File: config.mk
export PLATFORM = sky130hd
export DESIGN_NAME = compton_coincidence_cone_top
export DESIGN_NICKNAME = d
export VERILOG_FILES = /design/src/sv/ccc_pkg.sv /design/src/sv/ccc_group.sv /design/src/sv/ccc_div.sv /design/src/sv/ccc_seq.sv /design/src/sv/compton_coincidence_cone_top.sv
export SDC_FILE = /design/constraint.sdc
export NUM_CORES = 2
export LEC_CHECK = 0
export ABC_AREA = 1
export BUFFER_PORTS_ARGS = -buffer_cell sky130_fd_sc_hd__buf_4
export CORE_UTILIZATION = 65
export DETAILED_ROUTE_END_ITERATION = 7
export PLACE_DENSITY = 0.91
export SETUP_SLACK_MARGIN = 0.05
export SYNTH_ARGS = -nofsm -noshare
export SYNTH_HDL_FRONTEND = slang
export SYNTH_SLANG_ARGS = --single-unit
File: constraint.sdc
create_clock -name clk -period 22.2 [get_ports clk]
set_input_delay 4.44 -clock clk [delete_from_list [all_inputs] [get_ports clk]]
set_output_delay 4.44 -clock clk [all_outputs]
set_load 0.01 [all_outputs]
File: src/sv/ccc_pkg.sv
// shared types, constants and the cell position map of the coincidence cone block
package ccc_pkg;

	localparam int unsigned TDATA_IN_W  = 128;
	localparam int unsigned TDATA_OUT_W = 184;

	localparam int unsigned Q_W   = 25;   // 511 * energy
	localparam int unsigned D_W   = 33;   // e1 * (e1 + e0)
	localparam int unsigned DEN_W = 34;   // divisor 2 * d
	localparam int unsigned HI_W  = 25;   // numerator bits above the quotient bits

	localparam logic [9:0] REST_MASS_KEV = 10'd511;
	localparam logic [31:0] WINDOW_RESET = 32'd50000;

	localparam logic [9:0] CELL_MAP [0:24] = '{
		10'd13,  10'd15,  10'd17,  10'd19,  10'd21,
		10'd53,  10'd55,  10'd57,  10'd59,  10'd61,
		10'd93,  10'd95,  10'd97,  10'd99,  10'd101,
		10'd303, 10'd305, 10'd307, 10'd309, 10'd311,
		10'd503, 10'd505, 10'd507, 10'd509, 10'd511
	};
	localparam logic signed [15:0] ROW_X [0:4] = '{
		16'sd80, 16'sd400, 16'sd720, 16'sd1040, 16'sd1360
	};
	localparam logic signed [15:0] COL_Y [0:4] = '{
		16'sd301, 16'sd473, 16'sd645, 16'sd817, 16'sd989
	};

	typedef struct packed {
		logic              hit;
		logic signed [15:0] x;
		logic signed [15:0] y;
	} ccc_pos_t;

	// operands of a closed two-pulse group
	typedef struct packed {
		logic              valid;
		logic [15:0]        e0;
		logic [15:0]        e1;
		logic signed [15:0] x0;
		logic signed [15:0] y0;
		logic signed [15:0] z0;
		logic signed [15:0] x1;
		logic signed [15:0] y1;
		logic signed [15:0] z1;
		logic [31:0]        hist;
	} ccc_req_t;

	typedef enum logic [2:0] {
		ST_IDLE,
		ST_MUL,
		ST_CHECK,
		ST_DIV,
		ST_OUT
	} ccc_state_t;

	function automatic ccc_pos_t ccc_map_cell(input logic [9:0] cell_no);
		ccc_pos_t p;
		p.hit = 1'b0;
		p.x   = '0;
		p.y   = '0;
		for (int r = 0; r < 5; r++) begin
			for (int c = 0; c < 5; c++) begin
				if (CELL_MAP[r * 5 + c] == cell_no) begin
					p.hit = 1'b1;
					p.x   = ROW_X[r];
					p.y   = COL_Y[c];
				end
			end
		end
		return p;
	endfunction

endpackage

File: src/sv/ccc_group.sv
// pulse grouping: cell lookup, time gap test and the open group registers
module ccc_group (
	input  logic               clk,
	input  logic               arst_n,
	input  logic               accept,
	input  logic [47:0]        time_ps,
	input  logic [15:0]        energy_kev,
	input  logic [9:0]         cell_id,
	input  logic signed [15:0] depth_z,
	input  logic [31:0]        history_id,
	input  logic [31:0]        window_ps,
	output ccc_pkg::ccc_req_t  req
);
	import ccc_pkg::*;

	logic [1:0]         count_q;
	logic [47:0]        last_time_q;
	logic [15:0]        first_energy_q, second_energy_q;
	logic signed [15:0] first_x_q, first_y_q, first_z_q;
	logic signed [15:0] second_x_q, second_y_q, second_z_q;
	logic [31:0]        first_history_q;

	ccc_pos_t    pos;
	logic [48:0] diff_fwd;
	logic [48:0] diff_rev;
	logic [47:0] gap;
	logic        closing;
	logic [1:0]  count_eff;
	logic        take;

	assign pos      = ccc_map_cell(cell_id);
	assign diff_fwd = {1'b0, time_ps} - {1'b0, last_time_q};
	assign diff_rev = {1'b0, last_time_q} - {1'b0, time_ps};
	assign gap      = diff_fwd[48] ? diff_rev[47:0] : diff_fwd[47:0];
	assign closing  = (count_q != 2'd0) && (gap >= {16'd0, window_ps});
	assign count_eff = closing ? 2'd0 : count_q;
	assign take     = accept && pos.hit;

	// old register contents go out as the cone operands
	always_comb begin
		req.valid = take && closing && (count_q == 2'd2);
		req.e0    = first_energy_q;
		req.e1    = second_energy_q;
		req.x0    = first_x_q;
		req.y0    = first_y_q;
		req.z0    = first_z_q;
		req.x1    = second_x_q;
		req.y1    = second_y_q;
		req.z1    = second_z_q;
		req.hist  = first_history_q;
	end

	always_ff @(posedge clk or negedge arst_n) begin
		if (!arst_n) begin
			count_q     <= 2'd0;
			last_time_q <= '0;
		end else if (take) begin
			last_time_q <= time_ps;
			case (count_eff)
				2'd0: count_q <= 2'd1;
				2'd1: count_q <= 2'd2;
				default: count_q <= 2'd3;
			endcase
		end
	end

	always_ff @(posedge clk) begin
		if (take && count_eff == 2'd0) begin
			first_energy_q  <= energy_kev;
			first_x_q       <= pos.x;
			first_y_q       <= pos.y;
			first_z_q       <= depth_z;
			first_history_q <= history_id;
		end
		if (take && count_eff == 2'd1) begin
			second_energy_q <= energy_kev;
			second_x_q      <= pos.x;
			second_y_q      <= pos.y;
			second_z_q      <= depth_z;
		end
	end

endmodule

File: src/sv/ccc_div.sv
// restoring divider, one quotient bit per cycle
module ccc_div #(
	parameter int DEN_W = 34,
	parameter int QUO_W = 18
) (
	input  logic             clk,
	input  logic             arst_n,
	input  logic             start,
	input  logic [DEN_W-1:0] num_hi,
	input  logic [QUO_W-1:0] num_lo,
	input  logic [DEN_W-1:0] den,
	output logic             done,
	output logic [QUO_W-1:0] quo
);
	localparam int CNT_W = $clog2(QUO_W + 1);

	logic [DEN_W-1:0] rem_q;
	logic [DEN_W-1:0] den_q;
	logic [QUO_W-1:0] quo_q;
	logic [CNT_W-1:0] cnt_q;
	logic             done_q;

	logic [DEN_W:0]   trial;
	logic [DEN_W:0]   diff;
	logic             ge;

	// low numerator bits shift out of the top while quotient bits enter below
	assign trial = {rem_q, quo_q[QUO_W-1]};
	assign diff  = trial - {1'b0, den_q};
	assign ge    = trial >= {1'b0, den_q};

	always_ff @(posedge clk or negedge arst_n) begin
		if (!arst_n) begin
			cnt_q  <= '0;
			done_q <= 1'b0;
		end else begin
			done_q <= 1'b0;
			if (start) begin
				cnt_q <= CNT_W'(QUO_W);
			end else if (cnt_q != '0) begin
				cnt_q <= cnt_q - 1'b1;
				if (cnt_q == CNT_W'(1))
					done_q <= 1'b1;
			end
		end
	end

	always_ff @(posedge clk) begin
		if (start) begin
			rem_q <= num_hi;
			quo_q <= num_lo;
			den_q <= den;
		end else if (cnt_q != '0) begin
			rem_q <= ge ? diff[DEN_W-1:0] : trial[DEN_W-1:0];
			quo_q <= {quo_q[QUO_W-2:0], ge};
		end
	end

	assign done = done_q;
	assign quo  = quo_q;

endmodule

File: src/sv/ccc_seq.sv
// cone sequencer: products, rejection tests, divider control, cosine and output register
module ccc_seq #(
	parameter int COS_FRAC_BITS = 16
) (
	input  logic                               clk,
	input  logic                               arst_n,
	input  ccc_pkg::ccc_req_t                  req,
	output logic                               busy,
	output logic                               div_start,
	output logic [ccc_pkg::DEN_W-1:0]          div_num_hi,
	output logic [COS_FRAC_BITS+1:0]           div_num_lo,
	output logic [ccc_pkg::DEN_W-1:0]          div_den,
	input  logic                               div_done,
	input  logic [COS_FRAC_BITS+1:0]           div_quo,
	output logic                               m_tvalid,
	input  logic                               m_tready,
	output logic [ccc_pkg::TDATA_OUT_W-1:0]    m_tdata
);
	import ccc_pkg::*;

	localparam int K     = COS_FRAC_BITS + 2;
	localparam int NUM_W = COS_FRAC_BITS + 27;
	localparam int CW    = COS_FRAC_BITS + 3;
	localparam logic signed [CW-1:0] COS_ONE = CW'(1 << COS_FRAC_BITS);
	localparam logic signed [CW-1:0] COS_MAX = CW'((1 << COS_FRAC_BITS) - 1);
	localparam logic signed [CW-1:0] COS_MIN = -COS_MAX;

	ccc_state_t state_q, state_d;

	logic [15:0]        e0_q, e1_q;
	logic signed [15:0] x0_q, y0_q, z0_q, x1_q, y1_q, z1_q;
	logic [31:0]        hist_q;
	logic [Q_W-1:0]     q_q;
	logic [D_W-1:0]     d_q;
	logic signed [16:0] axis_x_q, axis_y_q, axis_z_q;
	logic [16:0]        total_q;

	logic               m_tvalid_q;
	logic signed [15:0] o_apex_x_q, o_apex_y_q, o_apex_z_q;
	logic signed [16:0] o_axis_x_q, o_axis_y_q, o_axis_z_q;
	logic [16:0]        o_cos_q;
	logic [16:0]        o_total_q;
	logic [15:0]        o_first_e_q;
	logic [31:0]        o_hist_q;

	logic               reject;
	logic               out_load;
	logic [NUM_W-1:0]   num;
	logic signed [CW-1:0]    cos_raw;
	logic signed [CW-1:0]    cos_sat;
	logic signed [CW+16:0]   cos_wide;

	assign reject = (e0_q == 16'd0) || (e1_q == 16'd0)
		|| ({{(DEN_W-Q_W){1'b0}}, q_q} >= {d_q, 1'b0})
		|| ((axis_x_q == 17'sd0) && (axis_y_q == 17'sd0) && (axis_z_q == 17'sd0));

	// rounded quotient: (q * 2^(F+1) + d) / (2 * d)
	assign num        = (NUM_W'(q_q) << (COS_FRAC_BITS + 1)) + NUM_W'(d_q);
	assign div_num_hi = DEN_W'(num[NUM_W-1:K]);
	assign div_num_lo = num[K-1:0];
	assign div_den    = {d_q, 1'b0};

	assign cos_raw = COS_ONE - $signed({1'b0, div_quo});
	always_comb begin
		if (cos_raw > COS_MAX)
			cos_sat = COS_MAX;
		else if (cos_raw < COS_MIN)
			cos_sat = COS_MIN;
		else
			cos_sat = cos_raw;
	end
	assign cos_wide = (CW+17)'(cos_sat);

	always_comb begin
		state_d = state_q;
		case (state_q)
			ST_IDLE:  if (req.valid) state_d = ST_MUL;
			ST_MUL:   state_d = ST_CHECK;
			ST_CHECK: state_d = reject ? ST_IDLE : ST_DIV;
			ST_DIV:   if (div_done) state_d = ST_OUT;
			ST_OUT:   if (!m_tvalid_q || m_tready) state_d = ST_IDLE;
			default:  state_d = ST_IDLE;
		endcase
	end

	always_comb begin
		busy      = 1'b1;
		div_start = 1'b0;
		out_load  = 1'b0;
		case (state_q)
			ST_IDLE:  busy = 1'b0;
			ST_CHECK: div_start = !reject;
			ST_OUT:   out_load = !m_tvalid_q || m_tready;
			default:  busy = 1'b1;
		endcase
	end

	always_ff @(posedge clk or negedge arst_n) begin
		if (!arst_n) begin
			state_q    <= ST_IDLE;
			m_tvalid_q <= 1'b0;
		end else begin
			state_q <= state_d;
			if (out_load)
				m_tvalid_q <= 1'b1;
			else if (m_tready)
				m_tvalid_q <= 1'b0;
		end
	end

	always_ff @(posedge clk) begin
		if (state_q == ST_IDLE && req.valid) begin
			e0_q   <= req.e0;
			e1_q   <= req.e1;
			x0_q   <= req.x0;
			y0_q   <= req.y0;
			z0_q   <= req.z0;
			x1_q   <= req.x1;
			y1_q   <= req.y1;
			z1_q   <= req.z1;
			hist_q <= req.hist;
		end
		if (state_q == ST_MUL) begin
			q_q      <= {15'd0, REST_MASS_KEV} * {9'd0, e0_q};
			d_q      <= D_W'(e1_q * ({1'b0, e1_q} + {1'b0, e0_q}));
			axis_x_q <= {x1_q[15], x1_q} - {x0_q[15], x0_q};
			axis_y_q <= {y1_q[15], y1_q} - {y0_q[15], y0_q};
			axis_z_q <= {z1_q[15], z1_q} - {z0_q[15], z0_q};
			total_q  <= {1'b0, e0_q} + {1'b0, e1_q};
		end
		if (out_load) begin
			o_apex_x_q  <= x0_q;
			o_apex_y_q  <= y0_q;
			o_apex_z_q  <= z0_q;
			o_axis_x_q  <= axis_x_q;
			o_axis_y_q  <= axis_y_q;
			o_axis_z_q  <= axis_z_q;
			o_cos_q     <= cos_wide[16:0];
			o_total_q   <= total_q;
			o_first_e_q <= e0_q;
			o_hist_q    <= hist_q;
		end
	end

	assign m_tvalid = m_tvalid_q;
	assign m_tdata  = {3'd0, o_hist_q, o_first_e_q, o_total_q, o_cos_q,
		o_axis_z_q, o_axis_y_q, o_axis_x_q, o_apex_z_q, o_apex_y_q, o_apex_x_q};

endmodule

File: src/sv/compton_coincidence_cone_top.sv
// top level of the compton coincidence cone builder
//
// Pulses in time order come in on the s_ stream; cells outside the 25-cell map are dropped, the
// rest are grouped by a time gap below window_ps to the last taken pulse. A pulse is taken
// without a stall unless it closes a group of exactly two pulses; then the input stalls while
// the cone tests run and, when the cone passes them, while a restoring divider retires one bit
// of the rounded cosine quotient per cycle and while the m_ side holds the previous cone. Cones
// with a zero energy, a zero axis or a cosine at or beyond -1 are dropped. The last open group
// is held until a later pulse closes it. window_ps resets to 50000; the user is to write it
// through cfg_we/cfg_wdata only while the block is idle; the block does not enforce this.
module compton_coincidence_cone_top #(
	parameter int COS_FRAC_BITS = 16
) (
	input  logic        clk,
	input  logic        arst_n,
	input  logic        s_tvalid,
	output logic        s_tready,
	// time_ps, energy_kev, cell_id, depth_z, history_id, zero pad
	input  logic [127:0] s_tdata,
	output logic        m_tvalid,
	input  logic        m_tready,
	// apex_x, apex_y, apex_z, axis_x, axis_y, axis_z, cos_half_angle,
	// total_energy, first_energy_out, cone_history, zero pad
	output logic [183:0] m_tdata,
	input  logic        cfg_we,
	input  logic [31:0] cfg_wdata
);
	import ccc_pkg::*;

	localparam int K = COS_FRAC_BITS + 2;

	logic [31:0]        window_q;
	ccc_req_t           req;
	logic               busy;
	logic               accept;
	logic               div_start;
	logic [DEN_W-1:0]   div_num_hi;
	logic [K-1:0]       div_num_lo;
	logic [DEN_W-1:0]   div_den;
	logic               div_done;
	logic [K-1:0]       div_quo;

	always_ff @(posedge clk or negedge arst_n) begin
		if (!arst_n)
			window_q <= WINDOW_RESET;
		else if (cfg_we)
			window_q <= cfg_wdata;
	end

	assign s_tready = !busy;
	assign accept   = s_tvalid && s_tready;

	ccc_group u_group (
		.clk        (clk),
		.arst_n     (arst_n),
		.accept     (accept),
		.time_ps    (s_tdata[47:0]),
		.energy_kev (s_tdata[63:48]),
		.cell_id    (s_tdata[73:64]),
		.depth_z    ($signed(s_tdata[89:74])),
		.history_id (s_tdata[121:90]),
		.window_ps  (window_q),
		.req        (req)
	);

	ccc_div #(
		.DEN_W (DEN_W),
		.QUO_W (K)
	) u_div (
		.clk    (clk),
		.arst_n (arst_n),
		.start  (div_start),
		.num_hi (div_num_hi),
		.num_lo (div_num_lo),
		.den    (div_den),
		.done   (div_done),
		.quo    (div_quo)
	);

	ccc_seq #(
		.COS_FRAC_BITS (COS_FRAC_BITS)
	) u_seq (
		.clk        (clk),
		.arst_n     (arst_n),
		.req        (req),
		.busy       (busy),
		.div_start  (div_start),
		.div_num_hi (div_num_hi),
		.div_num_lo (div_num_lo),
		.div_den    (div_den),
		.div_done   (div_done),
		.div_quo    (div_quo),
		.m_tvalid   (m_tvalid),
		.m_tready   (m_tready),
		.m_tdata    (m_tdata)
	);

	// a closing two-pulse group stalls the input from the next cycle
	a_req_stalls: assert property (@(posedge clk) disable iff (!arst_n)
		req.valid && accept |=> !s_tready)
		else $error("input not stalled after a cone request");

	// the divider only finishes while a cone is being worked on
	a_div_busy: assert property (@(posedge clk) disable iff (!arst_n)
		div_done |-> busy)
		else $error("divider finished while sequencer idle");

	// a new cone only appears after a stalled stretch
	a_cone_after_work: assert property (@(posedge clk) disable iff (!arst_n)
		$rose(m_tvalid) |-> $past(busy))
		else $error("cone output without sequencer work");

endmodule
Word level (Yosys, flattened, before mapping)
Cells that the tools add are included.
{"block": "totals", "reg_bits": 804, "out_inout_bits": 186, "word_cells": 176}
{"block": "classes", "add_sub_neg": 11, "multipliers": 2, "magnitude_cmp": 5, "eq_ne": 35, "mux": 48, "n_reduce_logical": 29}
{"op": "33-bit 2-to-1 mux", "n": 25}
{"op": "9-bit by 10-bit == test with 1-bit output (first input constant)", "n": 10}
{"op": "17-bit logical NOT", "n": 3}
{"op": "16-bit by 16-bit subtractor with 17-bit output", "n": 3}
{"op": "6-bit by 10-bit == test with 1-bit output (first input constant)", "n": 5}
{"op": "7-bit by 10-bit == test with 1-bit output (first input constant)", "n": 5}
{"op": "25-bit 2-to-1 mux", "n": 2}
{"op": "48-bit by 48-bit subtractor with 49-bit output", "n": 1}
{"op": "48-bit by 32-bit >= comparator with 1-bit output", "n": 1}
{"op": "48-bit 2-to-1 mux", "n": 1}
{"op": "48-bit subtractor", "n": 1}
{"op": "42-bit by 33-bit adder with 43-bit output", "n": 1}
{"op": "18-bit 2-to-1 mux", "n": 2}
{"op": "35-bit by 34-bit >= comparator with 1-bit output", "n": 1}
{"op": "16-bit by 16-bit adder with 17-bit output", "n": 2}
{"op": "25-bit by 34-bit >= comparator with 1-bit output", "n": 1}
{"op": "34-bit 2-to-1 mux", "n": 1}
{"op": "34-bit subtractor", "n": 1}
{"op": "16-bit by 33-bit multiplier with 33-bit output", "n": 1}
{"op": "16-bit logical NOT", "n": 2}
{"op": "5-bit by 10-bit == test with 1-bit output (first input constant)", "n": 3}
{"op": "9-bit by 16-bit multiplier with 25-bit output (first input constant)", "n": 1}
{"op": "4-bit by 10-bit == test with 1-bit output (first input constant)", "n": 2}
{"op": "19-bit by 17-bit greater-than comparator with 1-bit output (second input constant)", "n": 1}
{"op": "other kinds (27)", "n": 54}

Longest topological paths before layout
{"block": "logic_depth", "ltp_word": 31, "ltp_mapped": 36, "depth_no_buf": 35}

By module
Synthesis repeated with hierarchy kept, for this count alone.
{"block": "unflattened", "cells_unflattened": 6369, "area_unflattened_um2": 55597.1}
{"module": "ccc_seq", "n_inst": 1, "cells_per_inst": 3012, "area_each_um2": 32238.4, "seq_area_each_um2": 14123.5}
{"module": "ccc_group", "n_inst": 1, "cells_per_inst": 2257, "area_each_um2": 15232.1, "seq_area_each_um2": 4974.8}
{"module": "ccc_div", "n_inst": 1, "cells_per_inst": 961, "area_each_um2": 6815.3, "seq_area_each_um2": 2732.6}
{"module": "compton_coincidence_cone_top", "n_inst": 1, "cells_per_inst": 139, "area_each_um2": 1311.3, "seq_area_each_um2": 808.3}

Worst setup path before layout
OpenSTA, ideal clock, no wires.
{"block": "synth_timing", "kind": "in2reg", "from": "input s_tdata[0]", "to": "register u_group.second_energy_q[0], enable pin", "setup_time_ps": 564, "arrival_ps": 12217, "setup_slack_ps": 9419, "path_stages": 29, "path_buffers": 3, "path_cell_list": "inv_1 -> ha_1 -> inv_1 -> fa_1 -> nand2_1 -> nand2_1 -> nand2_1 -> nand2_1 -> nand2_1 -> nand2_1 -> nand2_2 -> nand3_4 -> buf_8 -> buf_4 -> buf_4 -> o21ai_0 -> o31ai_1 -> xor2_1 -> ha_1 -> a21oi_1 -> o21ai_0 -> a31o_2 -> a21oi_1 -> nand2_1 -> nor2_1 -> nand2_1 -> nor2_2 -> nand3_1 -> nor4_1"}
{"block": "synth_via", "elab_chain_len": 7, "word_cells_on_any_way": 8}
{"element": "start: declaration", "line": "compton_coincidence_cone_top.sv:19", "rtl": "input logic [127:0] s_tdata,"}
{"element": "48-bit by 48-bit subtractor with 49-bit output / 48-bit subtractor (equally long branches)", "line": "ccc_group.sv:32, ccc_group.sv:33"}
{"element": "48-bit 2-to-1 mux (*)", "line": "ccc_group.sv:34", "rtl": "assign gap = diff_fwd[48] ? diff_rev[47:0] : diff_fwd[47:0];"}
{"element": "48-bit by 32-bit >= comparator with 1-bit output (*)", "line": "ccc_group.sv:35", "rtl": "assign closing = (count_q != 2'd0) && (gap >= {16'd0, window_ps});"}
{"element": "1-bit logical AND (*)", "line": "ccc_group.sv:35"}
{"element": "2-bit 2-to-1 mux (*)", "line": "ccc_group.sv:36", "rtl": "assign count_eff = closing ? 2'd0 : count_q;"}
{"element": "2-bit by 1-bit == test with 1-bit output (*)", "line": "ccc_group.sv:75", "rtl": "if (take && count_eff == 2'd1) begin"}
{"element": "1-bit logical AND (*)", "line": "ccc_group.sv:75"}
{"element": "end signal: assignment", "line": "ccc_group.sv:76", "rtl": "second_energy_q <= energy_kev;"}
{"element": "end: declaration", "line": "ccc_group.sv:18", "rtl": "logic [15:0] first_energy_q, second_energy_q;"}
Every way passes the cells marked *; elsewhere a longest branch is shown, timed or not.
A chain may end at the register's enable or synchronous reset.

Worst setup path in the final report
{"block": "layout_timing", "from": "input s_tdata[0]", "to": "register u_group.first_energy_q[14], enable pin"}
{"block": "layout_via", "elab_chain_len": 7, "word_cells_on_any_way": 8}
{"element": "48-bit by 48-bit subtractor with 49-bit output / 48-bit subtractor (equally long branches)", "line": "ccc_group.sv:32, ccc_group.sv:33"}
{"element": "48-bit 2-to-1 mux (*)", "line": "ccc_group.sv:34"}
{"element": "48-bit by 32-bit >= comparator with 1-bit output (*)", "line": "ccc_group.sv:35"}
{"element": "1-bit logical AND (*)", "line": "ccc_group.sv:35"}
{"element": "2-bit 2-to-1 mux (*)", "line": "ccc_group.sv:36"}
{"element": "2-bit logical NOT (*)", "line": "ccc_group.sv:68", "rtl": "if (take && count_eff == 2'd0) begin"}
{"element": "1-bit logical AND (*)", "line": "ccc_group.sv:68"}
{"element": "end signal: assignment", "line": "ccc_group.sv:69", "rtl": "first_energy_q <= energy_kev;"}
{"element": "end: declaration", "line": "ccc_group.sv:18"}
Marks and branches as above.

==> results.py <==
metrics = {
    "layout": {
        "fin_cells": 6863,
        "area_growth_pct": 11.21,
        "layout-drive-gt1-share_pct": 9.347,
        "nNetsFinal": 6690,
        "post-route-cell-area_mm2": 0.05526,
    },
    "power": {
        "leakage_nw": 26.44,
        "clkPwrFrac_pct": 21.8,
        "ir_drop_uv": 75.25,
        "power.share.switching_pct": 41.79,
        "seq_power_share_pct": 35.3,
        "finalPower_mw": 5.406,
        "p_sw_mw": 2.259,
        "p_per_area_mw_per_mm2": 97.84,
        "internal_power_mw": 3.147,
        "comb_power_share_pct": 42.9,
    },
    "die": {
        "coreArea_mm2": 0.07582,
        "die_w_um": 278.5,
        "start_util_pct": 65.53,
        "ioPinCount": 351,
        "rows": 101,
        "fp.dieH_um": 278.5,
        "dieArea_mm2": 0.07755,
    },
    "setup_path": {
        "cp.required_ps": 22460,
        "path_max_fanout": 63,
        "critPathKind": "input port to flop",
        "crit_arrival_ps": 11350,
        "worstSetupEndpointType": "flop",
        "cpMaxStageDelayCell": "buf_4",
        "start_kind": "input port",
        "critPathLaunch": "s_tdata[0]",
        "cpMostUsedCell": "nand2_1",
        "max_stage_delay_ps": 830,
        "reg2reg_from": "u_seq.e1_q[1]",
    },
    "route": {
        "drt_iter0_markers": 4318,
        "drcViolationCount": 0,
        "ant_nets": 0,
        "vias": 40270,
        "drtPass1Iterations": 7,
        "wl_mm": 142.3,
        "viasPerCell": 5.868,
        "post_drt_wl_per_cell_um": 20.74,
    },
    "clocking": {
        "cts_tree": "built",
        "cts-hold-fix-buffers": 0,
        "cts_buffers": 72,
        "clkSinkCount": 698,
        "h-tree-depth": 3,
        "cts_buffer_depth": 3,
        "path_clk_slew_ps": 70,
        "clockRootBuffer": "clkbuf_16",
        "cts_setup_buffers": 0,
        "cts_resized": 0,
        "insertion_delay_ps": 670,
    },
    "timing": {
        "max_slew_margin_pct": 27.70,
        "layout_worst_path_cycle_share_pct": 49.93,
        "rsz0062_at_grt": "no",
        "drv_slew": 0,
        "setup_ws_ps": 11120,
        "max_slew.worst_pin.slew_ps": 1085,
        "fin_crit_ps": 11080,
        "finalSetupViolCount": 0,
        "max_freq_mhz": 90.22,
        "fin_setup_tns_ps": 0,
        "hold_viol": 0,
        "clock_skew_ps": 40.42,
    },
    "placed_design": {
        "placed_cell_area_mm2": 0.05301,
        "dp_cells": 6733,
        "gp_congestion": 1.022,
        "preCtsSetupSlack_ps": 10690,
        "dp.final_hpwl_mm": 104.8,
        "port_buffers": 320,
    },
    "hold_path": {
        "hp-start": "u_group.first_z_q[3]",
        "hp-class": "flop to flop",
    },
    "logic_synthesis": {
        "synth.area.top_cells": "edfxtp_1, fa_1, ha_1, nand2_1, inv_1",
        "synthDominantCellAreaShare_pct": 36.08,
        "synth_seq_cells": 698,
        "yosysTopAreaCell": "edfxtp_1",
        "mappedNetlistArea_mm2": 0.04969,
        "synth_common_cells": "nand2_1, inv_1, edfxtp_1",
        "ys_types": 64,
        "async_flop_share_pct": 13.18,
        "synthFlopType": "edfxtp_1",
        "synth_area_per_cell_um2": 9.036,
        "synth_edf_count": 597,
        "ys_seq_area_share_pct": 41.09,
        "synthCells": 5499,
        "yosys_warnings": 0,
        "synth_most_common_cell": "nand2_1",
    },
    "global_routing": {
        "grt_remaining_overflow": 0,
        "grt_pass1_wl_mm": 220.4,
        "antenna_found_initial": 0,
        "grt_pass1_vias": 40840,
        "grt_usage_pct": 36.83,
        "grt_max_degree": 98,
    },
    "run_status": {
        "outcome": "complete, no violations",
    },
    "flow_run": {
        "drv_cap": 0,
    },
}
-- critical path, delay by kind of cell --
kind                     cells  cell delay [ps]
AND/OR/NAND/NOR             17             1840
XOR/XNOR                     1              190
buffers and inverters        9             1980
AO/OA/AOI/OAI                4             1920
adder cells (fa/ha/maj)      3              880
-- layout by cell type (no fill, tap or decap), types with 7 or more instances in the layout --
| cell | count |
|---|---|
| o31ai_1 | 8 |
| nand3b_1 | 14 |
| clkbuf_1 | 19 |
| o21bai_1 | 29 |
| conb_1 | 24 |
| inv_2 | 19 |
| nand2_1 | 1238 |
| nor2_2 | 24 |
| o21ai_1 | 12 |
| xnor2_1 | 60 |
| clkbuf_16 | 72 |
| or2_2 | 15 |
| nand3_1 | 129 |
| nor3_1 | 57 |
| ha_1 | 409 |
| clkinv_1 | 21 |
| a31oi_1 | 17 |
| dfrtp_1 | 86 |
| nand2_2 | 24 |
| o21ai_0 | 248 |
| mux2i_1 | 7 |
| buf_4 | 338 |
| fa_1 | 287 |
| nor4_1 | 30 |
| a21oi_1 | 269 |
| dfxtp_1 | 9 |
| edfxtp_1 | 597 |
| nor2_1 | 409 |
| xor2_1 | 105 |
| o211ai_1 | 25 |
| clkinv_2 | 10 |
| nand4_1 | 41 |
| a21o_1 | 14 |
| inv_1 | 1121 |
-- sequential cells by signal, summed over array words and instances, names as in the netlist, 18 cells and up --
register and cells:
u_div.den_q 33, u_div.quo 18, u_div.rem_q 34, u_group.first_history_q 32, u_group.last_time_q 48, u_seq.d_q 33, u_seq.hist_q 32, u_seq.o_hist_q 32
u_seq.q_q 25, window_q 32
-- per-stage QoR --
step	util, %	hold slack [ps]
2_1_floorplan	-	400.3
3_3_place_gp	69.92	400.1
3_5_place_dp	69.92	404.5
4_1_cts	72.87	401.7
5_1_grt	72.87	411.5
6_report	72.88	398.5
-- final cells by class --
class	instances	area, µm²
antenna	1	2.502
inverter	1149	4318
multi-input combinational	3570	24520
sequential	698	20420
clock inverter	37	354.1
tap	978	1224
timing repair buffer	338	2537
clock buffer	92	1887
fill	5137	20570
-- power groups by stage --
stage | clock, mW | combinational (mW) | sequential [mW]
2_1_floorplan | 0 | 1.59 | 1.90
3_3_place_gp | 0 | 2.14 | 1.90
3_5_place_dp | 0 | 2.23 | 1.91
4_1_cts | 1.18 | 2.27 | 1.90
5_1_grt | 1.22 | 2.55 | 1.92
6_report | 1.18 | 2.32 | 1.91
-- logic make-up (layout without fill, tap and decap cells) --
| kind of cell | count (synthesis) | count (layout) | share of synthesized area [%] |
|---|---|---|---|
| compound gates | 668 | 668 | 7.451 |
| simple gates | 2009 | 2009 | 16.70 |
| other cells | 1 | 25 | 0.007547 |
| flops | 698 | 698 | 41.09 |
| xor+xnor | 165 | 165 | 2.908 |
| mux | 8 | 8 | 0.1637 |
| buf+inv | 1254 | 1616 | 9.818 |
| fa+ha+maj | 696 | 696 | 21.86 |
-- path summary, 6_finish.rpt --
path | to | slack (ps) | cells after the start
worst max-delay path | u_group.first_energy_q[14] | 11120 | 34
worst min-delay path | u_seq.z0_q[3] | 400 | 0
worst max register to register | u_seq.d_q[29] | 12690 | 32
worst min register to register | u_seq.z0_q[3] | 400 | 0
max in group asynchronous | u_div.cnt_q[3] | 17350 | 2
min in group asynchronous | window_q[11] | 3760 | 1
-- metal layers --
metal | vias to the layer above | routed length, µm | GRT usage (%)
met5 | - | 0 | 0
met4 | 0 | 8874 | 20.10
met3 | 659 | 13610 | 7.471
met2 | 2413 | 68830 | 62.47
met1 | 19070 | 51010 | 44.12
li1 | 18130 | - | -
(Power assumes the default switching activity.)
